<file path="src/hw/rtl/lmhcd_pkg.sv">
// shared types, constants and command codes for the lru min-heap cache directory
// no dependencies; used by lmhcd_ctrl, lmhcd_path and the top level
package lmhcd_pkg;

  localparam int CAPACITY_DEF  = 32;
  localparam int KEY_BITS_DEF  = 16;
  localparam int TIME_BITS_DEF = 32;

  localparam logic OP_INSERT = 1'b0;
  localparam logic OP_TAKE   = 1'b1;

  // read address select
  localparam logic [2:0] RA_ZERO   = 3'd0;
  localparam logic [2:0] RA_PARENT = 3'd1;
  localparam logic [2:0] RA_LEFT   = 3'd2;
  localparam logic [2:0] RA_RIGHT  = 3'd3;
  localparam logic [2:0] RA_SCAN   = 3'd4;
  localparam logic [2:0] RA_LAST   = 3'd5;

  typedef struct packed {
    logic        operation;
    logic [15:0] entry_key;
    logic [31:0] stamp;
  } req_t;

  typedef struct packed {
    logic        found;
    logic        evicted;
    logic [15:0] evicted_key;
    logic [5:0]  occupancy;
  } rsp_t;

  typedef struct packed {
    logic       ld_req;
    logic       ins_tail;
    logic       rd_en;
    logic [2:0] rd_sel;
    logic       scan_start;
    logic       scan_step;
    logic       ev_cap;
    logic       hit_take;
    logic       drop_last;
    logic       ld_last;
    logic       cand_ld;
    logic       put_hold;
    logic       mv_up;
    logic       mv_left;
    logic       mv_right;
    logic       out_ld;
  } cmd_t;

  typedef struct packed {
    logic full;
    logic cnt_zero;
    logic pos_zero;
    logic left_ok;
    logic right_ok;
    logic up_move;
    logic right_take;
    logic cand_less;
    logic scan_hit;
    logic scan_miss;
    logic hit_last;
  } sts_t;

endpackage

</file>
<file path="src/hw/rtl/lmhcd_path.sv">
// datapath: slot memory, held entry, sift position, entry count, scan pointer, result register
// depends on lmhcd_pkg; driven by lmhcd_ctrl through cmd_t, reports through sts_t
module lmhcd_path #(
  parameter int CAPACITY  = lmhcd_pkg::CAPACITY_DEF,
  parameter int KEY_BITS  = lmhcd_pkg::KEY_BITS_DEF,
  parameter int TIME_BITS = lmhcd_pkg::TIME_BITS_DEF
) (
  input  logic              clk,
  input  logic              rst,
  input  lmhcd_pkg::req_t   req,
  input  lmhcd_pkg::cmd_t   cmd,
  output lmhcd_pkg::sts_t   sts,
  output lmhcd_pkg::rsp_t   rsp
);

  localparam int IW = $clog2(CAPACITY);
  localparam int CW = $clog2(CAPACITY + 1);
  localparam int XW = IW + 2;

  logic [KEY_BITS-1:0]  mem_key  [CAPACITY];
  logic [TIME_BITS-1:0] mem_time [CAPACITY];

  logic [CW-1:0]        count;
  logic [IW-1:0]        pos;
  logic [KEY_BITS-1:0]  hold_key;
  logic [TIME_BITS-1:0] hold_time;
  logic [KEY_BITS-1:0]  cand_key;
  logic [TIME_BITS-1:0] cand_time;
  logic                 cand_less;
  logic [KEY_BITS-1:0]  rd_key;
  logic [TIME_BITS-1:0] rd_time;
  logic [IW-1:0]        rd_addr;
  logic                 rd_scan;
  logic [IW-1:0]        scan_idx;
  logic                 scan_left;
  logic                 res_found;
  logic                 res_evicted;
  logic [KEY_BITS-1:0]  res_ev_key;
  lmhcd_pkg::rsp_t      rsp_q;

  logic [KEY_BITS+15:0]  key_ext;
  logic [TIME_BITS+31:0] time_ext;
  logic [KEY_BITS+15:0]  ev_ext;
  logic [CW+5:0]         occ_ext;
  logic [KEY_BITS-1:0]   req_key;
  logic [TIME_BITS-1:0]  req_time;
  logic [XW-1:0]         left;
  logic [XW-1:0]         right;
  logic [XW-1:0]         count_x;
  logic [IW-1:0]         parent;
  logic [IW-1:0]         last;
  logic [IW-1:0]         raddr;
  logic [TIME_BITS-1:0]  min_time;
  logic                  wr_en;
  logic [KEY_BITS-1:0]   wr_key;
  logic [TIME_BITS-1:0]  wr_time;

  // fields narrower or wider than the port: zero-extend then keep the low bits
  assign key_ext  = {{KEY_BITS{1'b0}}, req.entry_key};
  assign time_ext = {{TIME_BITS{1'b0}}, req.stamp};
  assign req_key  = key_ext[KEY_BITS-1:0];
  assign req_time = time_ext[TIME_BITS-1:0];
  assign ev_ext   = {16'b0, res_ev_key};
  assign occ_ext  = {6'b0, count};

  assign left    = {1'b0, pos, 1'b1};
  assign right   = {1'b0, pos, 1'b0} + XW'(2);
  assign count_x = XW'(count);
  assign parent  = (pos - IW'(1)) >> 1;
  assign last    = IW'(count - CW'(1));

  assign min_time = cand_less ? cand_time : hold_time;

  always_comb begin
    unique case (cmd.rd_sel)
      lmhcd_pkg::RA_ZERO:   raddr = '0;
      lmhcd_pkg::RA_PARENT: raddr = parent;
      lmhcd_pkg::RA_LEFT:   raddr = left[IW-1:0];
      lmhcd_pkg::RA_RIGHT:  raddr = right[IW-1:0];
      lmhcd_pkg::RA_SCAN:   raddr = scan_idx;
      lmhcd_pkg::RA_LAST:   raddr = last;
      default:              raddr = '0;
    endcase
  end

  always_comb begin
    wr_en = cmd.put_hold | cmd.mv_up | cmd.mv_left | cmd.mv_right;
    priority if (cmd.mv_up || cmd.mv_right) begin
      wr_key  = rd_key;
      wr_time = rd_time;
    end else if (cmd.mv_left) begin
      wr_key  = cand_key;
      wr_time = cand_time;
    end else begin
      wr_key  = hold_key;
      wr_time = hold_time;
    end
  end

  // slot memory, one write and one registered read per cycle
  always_ff @(posedge clk) begin
    if (wr_en) begin
      mem_key[pos]  <= wr_key;
      mem_time[pos] <= wr_time;
    end
    if (cmd.rd_en) begin
      rd_key  <= mem_key[raddr];
      rd_time <= mem_time[raddr];
      rd_addr <= raddr;
    end
  end

  always_ff @(posedge clk) begin
    if (rst) begin
      count     <= '0;
      scan_left <= 1'b0;
      rd_scan   <= 1'b0;
    end else begin
      if (cmd.ins_tail) begin
        count <= count + CW'(1);
      end else if (cmd.drop_last) begin
        count <= count - CW'(1);
      end
      rd_scan <= cmd.scan_step & scan_left;
      if (cmd.scan_start) begin
        scan_left <= 1'b1;
      end else if (cmd.scan_step && scan_left) begin
        scan_left <= (scan_idx != '0);
      end
    end
  end

  always_ff @(posedge clk) begin
    if (cmd.scan_start) begin
      scan_idx <= last;
    end else if (cmd.scan_step && scan_left) begin
      scan_idx <= scan_idx - IW'(1);
    end

    if (cmd.ins_tail) begin
      pos <= IW'(count);
    end else if (cmd.ev_cap) begin
      pos <= '0;
    end else if (cmd.hit_take) begin
      pos <= rd_addr;
    end else if (cmd.mv_up) begin
      pos <= parent;
    end else if (cmd.mv_left) begin
      pos <= left[IW-1:0];
    end else if (cmd.mv_right) begin
      pos <= right[IW-1:0];
    end

    if (cmd.ld_req) begin
      hold_key  <= req_key;
      hold_time <= req_time;
    end else if (cmd.ld_last) begin
      hold_key  <= rd_key;
      hold_time <= rd_time;
    end

    if (cmd.cand_ld) begin
      cand_key  <= rd_key;
      cand_time <= rd_time;
      cand_less <= rd_time < hold_time;
    end

    if (cmd.ld_req) begin
      res_found   <= 1'b0;
      res_evicted <= 1'b0;
      res_ev_key  <= '0;
    end else begin
      if (cmd.ev_cap) begin
        res_evicted <= 1'b1;
        res_ev_key  <= rd_key;
      end
      if (cmd.hit_take) begin
        res_found <= 1'b1;
      end
    end

    if (cmd.out_ld) begin
      rsp_q.found       <= res_found;
      rsp_q.evicted     <= res_evicted;
      rsp_q.evicted_key <= ev_ext[15:0];
      rsp_q.occupancy   <= occ_ext[5:0];
    end
  end

  assign sts.full       = (count == CW'(CAPACITY));
  assign sts.cnt_zero   = (count == '0);
  assign sts.pos_zero   = (pos == '0);
  assign sts.left_ok    = (left < count_x);
  assign sts.right_ok   = (right < count_x);
  assign sts.up_move    = (rd_time > hold_time);
  assign sts.right_take = (right < count_x) && (rd_time < min_time);
  assign sts.cand_less  = cand_less;
  assign sts.scan_hit   = rd_scan && (rd_key == hold_key);
  assign sts.scan_miss  = !scan_left && !rd_scan;
  assign sts.hit_last   = (rd_addr == last);

  assign rsp = rsp_q;

endmodule

</file>
<file path="src/hw/rtl/lmhcd_ctrl.sv">
// controller: sequences insert, eviction, search and sift steps, owns both handshakes
// depends on lmhcd_pkg; commands lmhcd_path through cmd_t
module lmhcd_ctrl (
  input  logic            clk,
  input  logic            rst,
  input  logic            req_valid,
  input  logic            req_op,
  output logic            req_stall,
  output logic            rsp_valid,
  input  logic            rsp_stall,
  input  lmhcd_pkg::sts_t sts,
  output lmhcd_pkg::cmd_t cmd
);

  localparam logic [3:0] S_IDLE   = 4'd0;
  localparam logic [3:0] S_EVICT  = 4'd1;
  localparam logic [3:0] S_UP_RD  = 4'd2;
  localparam logic [3:0] S_UP_CMP = 4'd3;
  localparam logic [3:0] S_DN_L   = 4'd4;
  localparam logic [3:0] S_DN_R   = 4'd5;
  localparam logic [3:0] S_DN_C   = 4'd6;
  localparam logic [3:0] S_SCAN   = 4'd7;
  localparam logic [3:0] S_TK_LAT = 4'd8;
  localparam logic [3:0] S_TK_DIR = 4'd9;
  localparam logic [3:0] S_FIN    = 4'd10;

  logic [3:0] state;
  logic [3:0] state_next;
  logic       rsp_valid_next;
  logic       out_free;

  assign req_stall = (state != S_IDLE);
  assign out_free  = !rsp_valid || !rsp_stall;

  always_comb begin
    cmd            = '0;
    state_next     = state;
    rsp_valid_next = rsp_valid && rsp_stall;
    unique case (state)
      S_IDLE: begin
        if (req_valid) begin
          cmd.ld_req = 1'b1;
          if (req_op == lmhcd_pkg::OP_INSERT) begin
            if (sts.full) begin
              cmd.rd_en  = 1'b1;
              cmd.rd_sel = lmhcd_pkg::RA_ZERO;
              state_next = S_EVICT;
            end else begin
              cmd.ins_tail = 1'b1;
              state_next   = S_UP_RD;
            end
          end else if (sts.cnt_zero) begin
            state_next = S_FIN;
          end else begin
            cmd.scan_start = 1'b1;
            state_next     = S_SCAN;
          end
        end
      end
      S_EVICT: begin
        cmd.ev_cap = 1'b1;
        state_next = S_DN_L;
      end
      S_UP_RD: begin
        if (sts.pos_zero) begin
          cmd.put_hold = 1'b1;
          state_next   = S_FIN;
        end else begin
          cmd.rd_en  = 1'b1;
          cmd.rd_sel = lmhcd_pkg::RA_PARENT;
          state_next = S_UP_CMP;
        end
      end
      S_UP_CMP: begin
        if (sts.up_move) begin
          cmd.mv_up  = 1'b1;
          state_next = S_UP_RD;
        end else begin
          cmd.put_hold = 1'b1;
          state_next   = S_FIN;
        end
      end
      S_DN_L: begin
        if (!sts.left_ok) begin
          cmd.put_hold = 1'b1;
          state_next   = S_FIN;
        end else begin
          cmd.rd_en  = 1'b1;
          cmd.rd_sel = lmhcd_pkg::RA_LEFT;
          state_next = S_DN_R;
        end
      end
      S_DN_R: begin
        cmd.cand_ld = 1'b1;
        if (sts.right_ok) begin
          cmd.rd_en  = 1'b1;
          cmd.rd_sel = lmhcd_pkg::RA_RIGHT;
        end
        state_next = S_DN_C;
      end
      S_DN_C: begin
        // left wins a tie, right only if strictly smaller
        priority if (sts.right_take) begin
          cmd.mv_right = 1'b1;
          state_next   = S_DN_L;
        end else if (sts.cand_less) begin
          cmd.mv_left = 1'b1;
          state_next  = S_DN_L;
        end else begin
          cmd.put_hold = 1'b1;
          state_next   = S_FIN;
        end
      end
      S_SCAN: begin
        priority if (sts.scan_hit) begin
          cmd.hit_take = 1'b1;
          if (sts.hit_last) begin
            cmd.drop_last = 1'b1;
            state_next    = S_FIN;
          end else begin
            cmd.rd_en  = 1'b1;
            cmd.rd_sel = lmhcd_pkg::RA_LAST;
            state_next = S_TK_LAT;
          end
        end else if (sts.scan_miss) begin
          state_next = S_FIN;
        end else begin
          cmd.scan_step = 1'b1;
          cmd.rd_en     = 1'b1;
          cmd.rd_sel    = lmhcd_pkg::RA_SCAN;
        end
      end
      S_TK_LAT: begin
        // last entry fills the hole, then pick a direction
        cmd.ld_last   = 1'b1;
        cmd.drop_last = 1'b1;
        if (sts.pos_zero) begin
          state_next = S_DN_L;
        end else begin
          cmd.rd_en  = 1'b1;
          cmd.rd_sel = lmhcd_pkg::RA_PARENT;
          state_next = S_TK_DIR;
        end
      end
      S_TK_DIR: begin
        state_next = sts.up_move ? S_UP_CMP : S_DN_L;
      end
      S_FIN: begin
        if (out_free) begin
          cmd.out_ld     = 1'b1;
          rsp_valid_next = 1'b1;
          state_next     = S_IDLE;
        end
      end
      default: begin
        state_next = S_IDLE;
      end
    endcase
  end

  always_ff @(posedge clk) begin
    if (rst) begin
      state     <= S_IDLE;
      rsp_valid <= 1'b0;
    end else begin
      state     <= state_next;
      rsp_valid <= rsp_valid_next;
    end
  end

endmodule

</file>
<file path="src/hw/rtl/lru_min_heap_cache_directory_unit.sv">
// lru cache directory as a bounded binary min-heap ordered by access time
// insert appends at the tail and climbs toward the root; eviction reads the root, replaces it
// with the new entry and descends; take scans from the newest slot, then the last entry fills
// the hole at the hit slot and sifts up or down (none when the hit is the last slot); a miss scans every slot
// one item in flight, next request can be taken in the same cycle the result appears; single read port
// reset empties the heap at once (count cleared), slot contents are not cleared
module lru_min_heap_cache_directory_unit #(
  parameter int CAPACITY  = lmhcd_pkg::CAPACITY_DEF,
  parameter int KEY_BITS  = lmhcd_pkg::KEY_BITS_DEF,
  parameter int TIME_BITS = lmhcd_pkg::TIME_BITS_DEF
) (
  input  logic            clk,
  input  logic            rst,
  input  logic            req_valid,
  output logic            req_stall,
  input  lmhcd_pkg::req_t req,
  output logic            rsp_valid,
  input  logic            rsp_stall,
  output lmhcd_pkg::rsp_t rsp
);

  lmhcd_pkg::cmd_t cmd;
  lmhcd_pkg::sts_t sts;

  lmhcd_ctrl u_ctrl (
    .clk       (clk),
    .rst       (rst),
    .req_valid (req_valid),
    .req_op    (req.operation),
    .req_stall (req_stall),
    .rsp_valid (rsp_valid),
    .rsp_stall (rsp_stall),
    .sts       (sts),
    .cmd       (cmd)
  );

  lmhcd_path #(
    .CAPACITY  (CAPACITY),
    .KEY_BITS  (KEY_BITS),
    .TIME_BITS (TIME_BITS)
  ) u_path (
    .clk (clk),
    .rst (rst),
    .req (req),
    .cmd (cmd),
    .sts (sts),
    .rsp (rsp)
  );

endmodule

</file>
<file path="config.mk">
export PLATFORM = sky130hd
export DESIGN_NAME = lru_min_heap_cache_directory_unit
export DESIGN_NICKNAME = d
export VERILOG_FILES = /design/src/hw/rtl/lmhcd_pkg.sv /design/src/hw/rtl/lmhcd_path.sv /design/src/hw/rtl/lmhcd_ctrl.sv /design/src/hw/rtl/lru_min_heap_cache_directory_unit.sv
export SDC_FILE = /design/constraint.sdc
export NUM_CORES = 2
export LEC_CHECK = 0
export ABC_AREA = 1
export BUFFER_PORTS_ARGS = -buffer_cell sky130_fd_sc_hd__buf_2
export CELL_PAD_IN_SITES_DETAIL_PLACEMENT = 0
export CELL_PAD_IN_SITES_GLOBAL_PLACEMENT = 2
export CORE_MARGIN = 4
export CORE_UTILIZATION = 30
export CTS_BUF_LIST = sky130_fd_sc_hd__clkbuf_8 sky130_fd_sc_hd__clkbuf_16
export CTS_CLUSTER_DIAMETER = 150
export CTS_CLUSTER_SIZE = 40
export DETAILED_ROUTE_END_ITERATION = 6
export PLACE_DENSITY = 0.65
export SETUP_SLACK_MARGIN = 0.2
export SLEW_MARGIN = 30
export SYNTH_ARGS = -nofsm -noshare
export SYNTH_HDL_FRONTEND = slang
export SYNTH_SLANG_ARGS = --single-unit
</file>
<file path="constraint.sdc">
create_clock -name clk -period 6.55 [get_ports clk]
set_clock_uncertainty 0.1 [all_clocks]
set_input_delay 0 -clock clk [delete_from_list [all_inputs] [get_ports clk]]
set_output_delay 0 -clock clk [all_outputs]
set_load 0.01 [all_outputs]
</file>
### Yosys cells after proc, flatten, opt, wreduce, memory -nomap -nowiden

Memories as Yosys holds them, arrays and structs flattened. A register that Yosys moved wholly into a read port is not among the register bits.
Cells that the tools add are included.

| cells by class | value |
|---|---|
| $lt $le $gt $ge | 5 |
| eq/ne operators | 21 |
| bitwise operators | 4 |
| add/sub/neg operators | 5 |
| mux-type cells | 81 |
| reduce and logical (&&, ||, !) cells | 22 |

Operators by type and width:

| kind | number |
|---|---|
| 2-to-1 mux 32 bit | 5 |
| 2-to-1 mux 4 bit | 19 |
| less-than comparator 32 bit | 2 |
| 2-to-1 mux 16 bit | 4 |
| 2-to-1 mux 5 bit | 9 |
| one-hot mux 4 bit (11 select lines) | 1 |
| greater-than comparator 32 bit | 1 |
| 2-to-1 mux 1 bit | 30 |
| one-hot mux 5 bit (5 select lines) | 1 |
| one-hot mux 4 bit (5 select lines) | 1 |
| == test 16 bit | 1 |
| == test 4 x 3 -> 1 bit, second input constant | 4 |
| == test 4 bit, second input constant | 3 |
| 2-to-1 mux 6 bit | 2 |
| 2-to-1 mux 2 bit | 5 |
| subtractor 5 x 1 -> 5 bit, second input constant | 2 |
| == test 4 x 2 -> 1 bit, second input constant | 2 |
| adder 6 x 2 -> 7 bit, second input constant | 1 |
| less-than comparator 7 x 6 -> 1 bit | 1 |
| 2-to-1 mux 7 bit | 1 |
| adder 6 x 1 -> 6 bit, second input constant | 1 |
| == test 3 x 2 -> 1 bit, second input constant | 2 |
| == test 3 bit, second input constant | 2 |
| == test 6 bit, second input constant | 1 |
| 25 further kinds | 37 |

| storage, ports and cells | value |
|---|---|
| memory bits (writable) | 1,536 |
| flip-flop bits (word level) | 167 |
| memories kept | 2 |
| output and inout port bits | 26 |
| bits of input ports | 53 |
| word-level logic and storage cells | 160 |

Memory list:

| memory | depth | width | read ports | clocked after memory_dff | wr ports | line | text |
|---|---|---|---|---|---|---|---|
| u_path.mem_time | 32 | 32 | 1 | 1 | 1 | lmhcd_path.sv:21 | `logic [TIME_BITS-1:0] mem_time [CAPACITY];` |
| u_path.mem_key | 32 | 16 | 1 | 1 | 1 | lmhcd_path.sv:20 | `logic [KEY_BITS-1:0] mem_key [CAPACITY];` |

### Depth between registers and ports, before layout

| logic depth | value |
|---|---|
| depth after elaboration | 11 |
| gate-level depth with buffers | 26 |
| mapped depth without buffers | 23 |

### Hierarchy

From an unflattened synthesis, not the netlist that was laid out.

| second synthesis, totals | value |
|---|---|
| cells, all modules | 7,860 |
| area, all modules | 79,154.7 um^2 |

By module, submodules not included:

| module | sequential area each (um^2) | area an instance (um^2) | times used | cells each |
|---|---|---|---|---|
| lmhcd_path | 52,170.0 | 78,476.5 | 1 | 7,731 |
| lmhcd_ctrl | 100.1 | 678.2 | 1 | 129 |

### Worst setup path before layout

Ideal clock, no wire load.

| path | value |
|---|---|
| path type | register to register |
| start point | register u_path.cand_less |
| end point | memory u_path.mem_key[31][0] in the netlist's numbering (enable) |
| cell stages (with the launch flop) | 17 |
| arrival time | 5.743 ns |
| library setup time | 0.513 ns |
| period minus slack after synthesis | 6.356 ns |
| path buffers | 2 |
| setup slack | 0.194 ns |
| data required time | 5.937 ns |
| path through | edfxtp_1 -> inv_1 -> clkbuf_1 -> clkbuf_1 -> o21ai_0 -> ha_1 -> nand2_1 -> inv_1 -> nand3_1 -> or3_1 -> nor4_1 -> nand2_1 -> nand2_1 -> nand2_1 -> nand3_1 -> nor2_1 -> nor3_1 |

| on the way | value |
|---|---|
| longest elaborated chain between the ends | 10 |
| elaborated cells between the ends (all ways) | 15 |
| those cells by class | 1 x order compare; 10 x mux; 3 x bitwise; 1 x reduce/logical |

Ends and longest elaborated chain:

| element | line | text |
|---|---|---|
| start, declared | lmhcd_path.sv:29 | `logic cand_less;` |
| start signal, assigned | lmhcd_path.sv:165 | `cand_less <= rd_time < hold_time;` |
| 2-to-1 mux 32 bit | lmhcd_path.sv:72 | `assign min_time = cand_less ? cand_time : hold_time;` |
| less-than comparator 32 bit | lmhcd_path.sv:196 | `assign sts.right_take = (right < count_x) && (rd_time < min_time);` |
| logical AND 1 bit | lmhcd_path.sv:196 |  |
| 2-to-1 mux 1 bit | lmhcd_ctrl.sv:103 | `priority if (sts.right_take) begin` |
| one-hot mux 1 bit (4 select lines) | lmhcd_ctrl.sv:39 | `unique case (state)` |
| OR 1 bit (2 in series) | lmhcd_path.sv:87 | `wr_en = cmd.put_hold \| cmd.mv_up \| cmd.mv_left \| cmd.mv_right;` |
| OR 1 bit (*) | lmhcd_path.sv:87 |  |
| 2-to-1 mux 1 bit (*) | lmhcd_path.sv:102 | `if (wr_en) begin` |
| 2-to-1 mux 1 bit (not written as such) (*) | lmhcd_path.sv:103 | `mem_key[pos] <= wr_key;` |
| end, declared | lmhcd_path.sv:20 |  |

Every way passes the cells marked *; elsewhere a longest branch is shown, timed or not.

### Worst setup path after layout

| path | value |
|---|---|
| start point | register u_path.cand_less |
| end point | memory u_path.mem_time[14][18] in the netlist's numbering (enable) |

| on the way | value |
|---|---|
| longest elaborated chain between the ends | 10 |
| elaborated cells between the ends (all ways) | 15 |
| those cells by class | 1 x order compare; 10 x mux; 3 x bitwise; 1 x reduce/logical |

Ends and longest elaborated chain:

| element | line | text |
|---|---|---|
| 2-to-1 mux 32 bit | lmhcd_path.sv:72 |  |
| less-than comparator 32 bit | lmhcd_path.sv:196 |  |
| logical AND 1 bit | lmhcd_path.sv:196 |  |
| 2-to-1 mux 1 bit | lmhcd_ctrl.sv:103 |  |
| one-hot mux 1 bit (4 select lines) | lmhcd_ctrl.sv:39 |  |
| OR 1 bit (2 in series) | lmhcd_path.sv:87 |  |
| OR 1 bit (*) | lmhcd_path.sv:87 |  |
| 2-to-1 mux 1 bit (*) | lmhcd_path.sv:102 |  |
| 2-to-1 mux 1 bit (not written as such) (*) | lmhcd_path.sv:104 | `mem_time[pos] <= wr_time;` |
| end, declared | lmhcd_path.sv:21 |  |

Marks and branches as above.

==> summary.txt <==
STA
  • Actual slew at the worst max-slew pin: 1020 ps
  • Final hold violation count: 0
  • Final setup fails: 0
  • Fmax achieved: 186 MHz
  • RSZ-0062 raised after global routing: no
  • Final Critical Period: 5380 ps
  • Max-slew violation count: 0
  • Total Neg Setup Slack: 0 ps
  • Relative slew margins: 32.3%
  • Final Cycle Share: 82.2%

Synthesis
  • Yosys cell types: 46
  • Yosys top cell area share: 63.2%
  • Synthesized cell area: 81800 um2
  • Cells after Synth: 8124
  • Yosys warning count: 0
  • Synth top area cells: edfxtp_1 63%, nand3_1 8.5%, inv_1 7.7%
  • Yosys reg bits: 1751
  • Area leader, netlist: edfxtp_1
  • Post-synthesis async set-or-reset flop share: 0%
  • Post-synth EDFFs: 1720
  • Post-Syn Nets: 8259
  • Post-Syn Area per Cell: 10.1 um2
  • Seq/Total Area, Yosys: 63.9%
  • Primary FF master, synth: edfxtp_1

GRT
  • Number of global-route vias before repair: 56300
  • First-pass GRT wire length: 417 mm
  • Initial antenna violation count: 14
  • Pin count of the biggest net entering global routing: 139
  • M2 GR Usage: 33.4%
  • Final global-route overflow total: 0
  • Met1 usage: 28.7%
  • Routing usage on met3: 1.58%
  • GRT Max-Usage Layer: met2
  • Tot GR Track Use: 20.1%

Power and ir drop
  • Cell area power density: 493 nW/um2
  • Reg power frac: 36.3%
  • Comb power frac: 52.6%
  • Overall Power: 0.0445 W
  • Leakage: 36.7 nW
  • Sw Pwr: 0.0213 W
  • Int Pwr: 0.0232 W
  • Sw Share: 47.8%
  • Worst VDD drop: 0.422 mV
  • Portion of total power attributed to the clock network: 11.0%

Routing
  • Post-Route WL: 290 mm
  • Via count: 59100
  • Wire per inst: 24.9 um
  • Detailed Route Iter0 Violations: 6245
  • Average via count per standard cell: 5.06
  • Detail Route Antenna Nets: 0
  • DR pass1 iterations: 6
  • DR DRC count: 0

Setup path
  • Reg2reg start: u_path.cand_less$_DFFE_PP_
  • Reg2reg end: u_path.mem_time[14][18]$_DFFE_PP_
  • CP cell instances: inv_2 -> o21ai_0 -> ha_1 -> nand2_1 -> inv_1 -> nand3_1 -> or3_1 -> nor4_1 -> nand2_1 -> nand2_1 -> nand2_4 -> nand3_1 -> nor2_4 -> buf_4 -> nor2_4 -> buf_4
  • Req. time, crit path: 6860 ps
  • Startpoint Class: flip-flop
  • Slowest cell delay on critical path: 690 ps
  • Crit path top cell by count: nand2_1
  • CP Launch Point: u_path.cand_less$_DFFE_PP_
  • Crit end category: flip-flop
  • Crit-path slowest cell: buf_4
  • FF-to-FF path depth: 16
  • R2R setup slack: 1170 ps
  • Setup crit end: u_path.mem_time[14][18]$_DFFE_PP_
  • Setup CP Type: reg -> reg
  • Worst Path Max Fanout: 44
  • Critical path arrival: 5690 ps

CTS
  • Total CTS buffers: 50
  • Clock root buffer: clkbuf_16
  • Post-CTS Resized: 0
  • CTS Hold Buffers Added: 100
  • CTS tree: yes
  • CTS clk-pin slew, worst paths: 160 ps
  • CTS Sinks: 1751
  • Setup repair bufs after CTS: 0
  • H-tree level count: 2
  • Max clock buf depth: 3
  • Worst skew pair latency: 790 ps

Place
  • Area after DPL: 87700 um2
  • GPL Wtd Cong: 0.815
  • Dpl cells: 11500
  • PortBufs: 78
  • Dpl hpwl: 167 mm

Layout
  • Final nets: 8211
  • Most common cell after layout, fill and taps aside: edfxtp_1
  • Final instance area: 90200 um2
  • Most frequent cells in the layout: 1720 x edfxtp_1, 1669 x inv_1, 1394 x nand3_1
  • Layout Cells excl Fill: 11700
  • Share of layout cells above drive strength 1: 6.64%
  • Layout area overhead: 10.3%

Floorplanning
  • Initial Utilization: 30.2%
  • Die area: 281000 um2
  • Die Span Y: 530 um
  • Die Wd: 530 um
  • IO Count: 79
  • Row cnt: 191
  • Core Area: 271000 um2

Hold path
  • Hold WC Path Type: in -> reg

Job
  • Max-cap violation count: 0

Status
  • Status: complete, no violations
[registers in the layout (all words and copies together) (netlist names), 6 cells and up]
| register | flops |
|---|---|
| u_path.cand_key | 16 |
| u_path.cand_time | 32 |
| u_path.count | 6 |
| u_path.hold_key | 16 |
| u_path.hold_time | 32 |
| u_path.mem_key | 512 |
| u_path.mem_time | 1024 |
| u_path.rd_key | 16 |
| u_path.rd_time | 32 |
| u_path.res_ev_key | 16 |
| u_path.rsp | 24 |
[cell usage after synthesis (3+ instances only)]
| library cell | number |
|---|---|
| a211oi_1 | 3 |
| a21oi_1 | 156 |
| a31oi_1 | 3 |
| buf_1 | 32 |
| buf_2 | 351 |
| buf_4 | 12 |
| buf_6 | 4 |
| clkbuf_1 | 151 |
| dfxtp_1 | 31 |
| edfxtp_1 | 1720 |
| ha_1 | 82 |
| inv_1 | 1669 |
| inv_2 | 14 |
| nand2_1 | 1392 |
| nand2_2 | 4 |
| nand3_1 | 1394 |
| nand3_2 | 4 |
| nand4_1 | 782 |
| nor2_1 | 139 |
| nor2_2 | 4 |
| nor2_4 | 3 |
| nor3_1 | 10 |
| nor4_1 | 3 |
| o211ai_1 | 3 |
| o21ai_0 | 122 |
| xnor2_1 | 6 |
| xor2_1 | 9 |
[metrics by stage]
step	util (%)	hold WS [ps]	worst slack (ps)
6_report	33.3	104	1170
5_1_grt	33.3	75.1	708
4_1_cts	33.2	4.70	1050
3_5_place_dp	32.4	185	1100
3_3_place_gp	32.2	181	965
2_1_floorplan	-	63.3	832
[kinds of logic (layout without fill, tap and decap cells)]
kind of cell	after synthesis	count (layout)	share of synthesized area, %
buffers and inverters	2234	2199	10.9
xor gates and xnor gates	15	15	0.161
AOI/OAI and AO/OA	296	296	1.87
DFF	1751	1751	63.9
other	0	6	0
adders and majority gates	82	82	1.25
and+or+nand+nor	3746	3746	21.9
[final cells by class]
cell class,instances,area (um2)
Antenna cell,6,15.0
Clock inverter,14,123
Timing Repair Buffer,450,4550
Inverter,1684,6340
Multi-Input combinational cell,4139,21100
Tap cell,3570,4470
Clock buffer,51,1260
Fill cell,27400,181000
Sequential cell,1751,52300
[power by group through the flow]
stage          Sequential (W)  Clock [W]  Combinational (W)
2_1_floorplan          0.0161          0             0.0131
3_3_place_gp           0.0164          0             0.0235
3_5_place_dp           0.0164          0             0.0236
4_1_cts                0.0162    0.00508             0.0237
5_1_grt                0.0162    0.00542             0.0255
6_report               0.0162    0.00490             0.0234
[worst min-delay path by stage]
| stage | to | cells past startpoint | from |
|---|---|---|---|
| after floorplan | u_ctrl.rsp_valid$_SDFF_PP0_ | 2 | rsp_stall |
| after global placement | u_path.hold_time[21]$_DFFE_PP_ | 3 | req[21] |
| after detailed placement | u_path.hold_time[23]$_DFFE_PP_ | 3 | req[23] |
| after CTS | u_path.hold_time[4]$_DFFE_PP_ | 4 | req[4] |
| after global routing | u_path.hold_time[4]$_DFFE_PP_ | 4 | req[4] |
| final | u_path.hold_time[0]$_DFFE_PP_ | 4 | req[0] |
[worst max-delay path: cells and delay by family, from the launching register on]
family,cells,cell delay [ps]
and+or+nand+nor,10,2390
buffers and inverters,4,1490
DFF,1,430
adders and majority gates,1,330
AOI/OAI and AO/OA,1,190
[metal layers]
| metal | up-vias | wire, um |
|---|---|---|
| li1 | 27300 | - |
| met1 | 29800 | 132000 |
| met2 | 1703 | 137000 |
| met3 | 219 | 14600 |
| met4 | 0 | 6050 |
| met5 | - | 0 |
No activity file was read; power rests on OpenSTA's default activity.
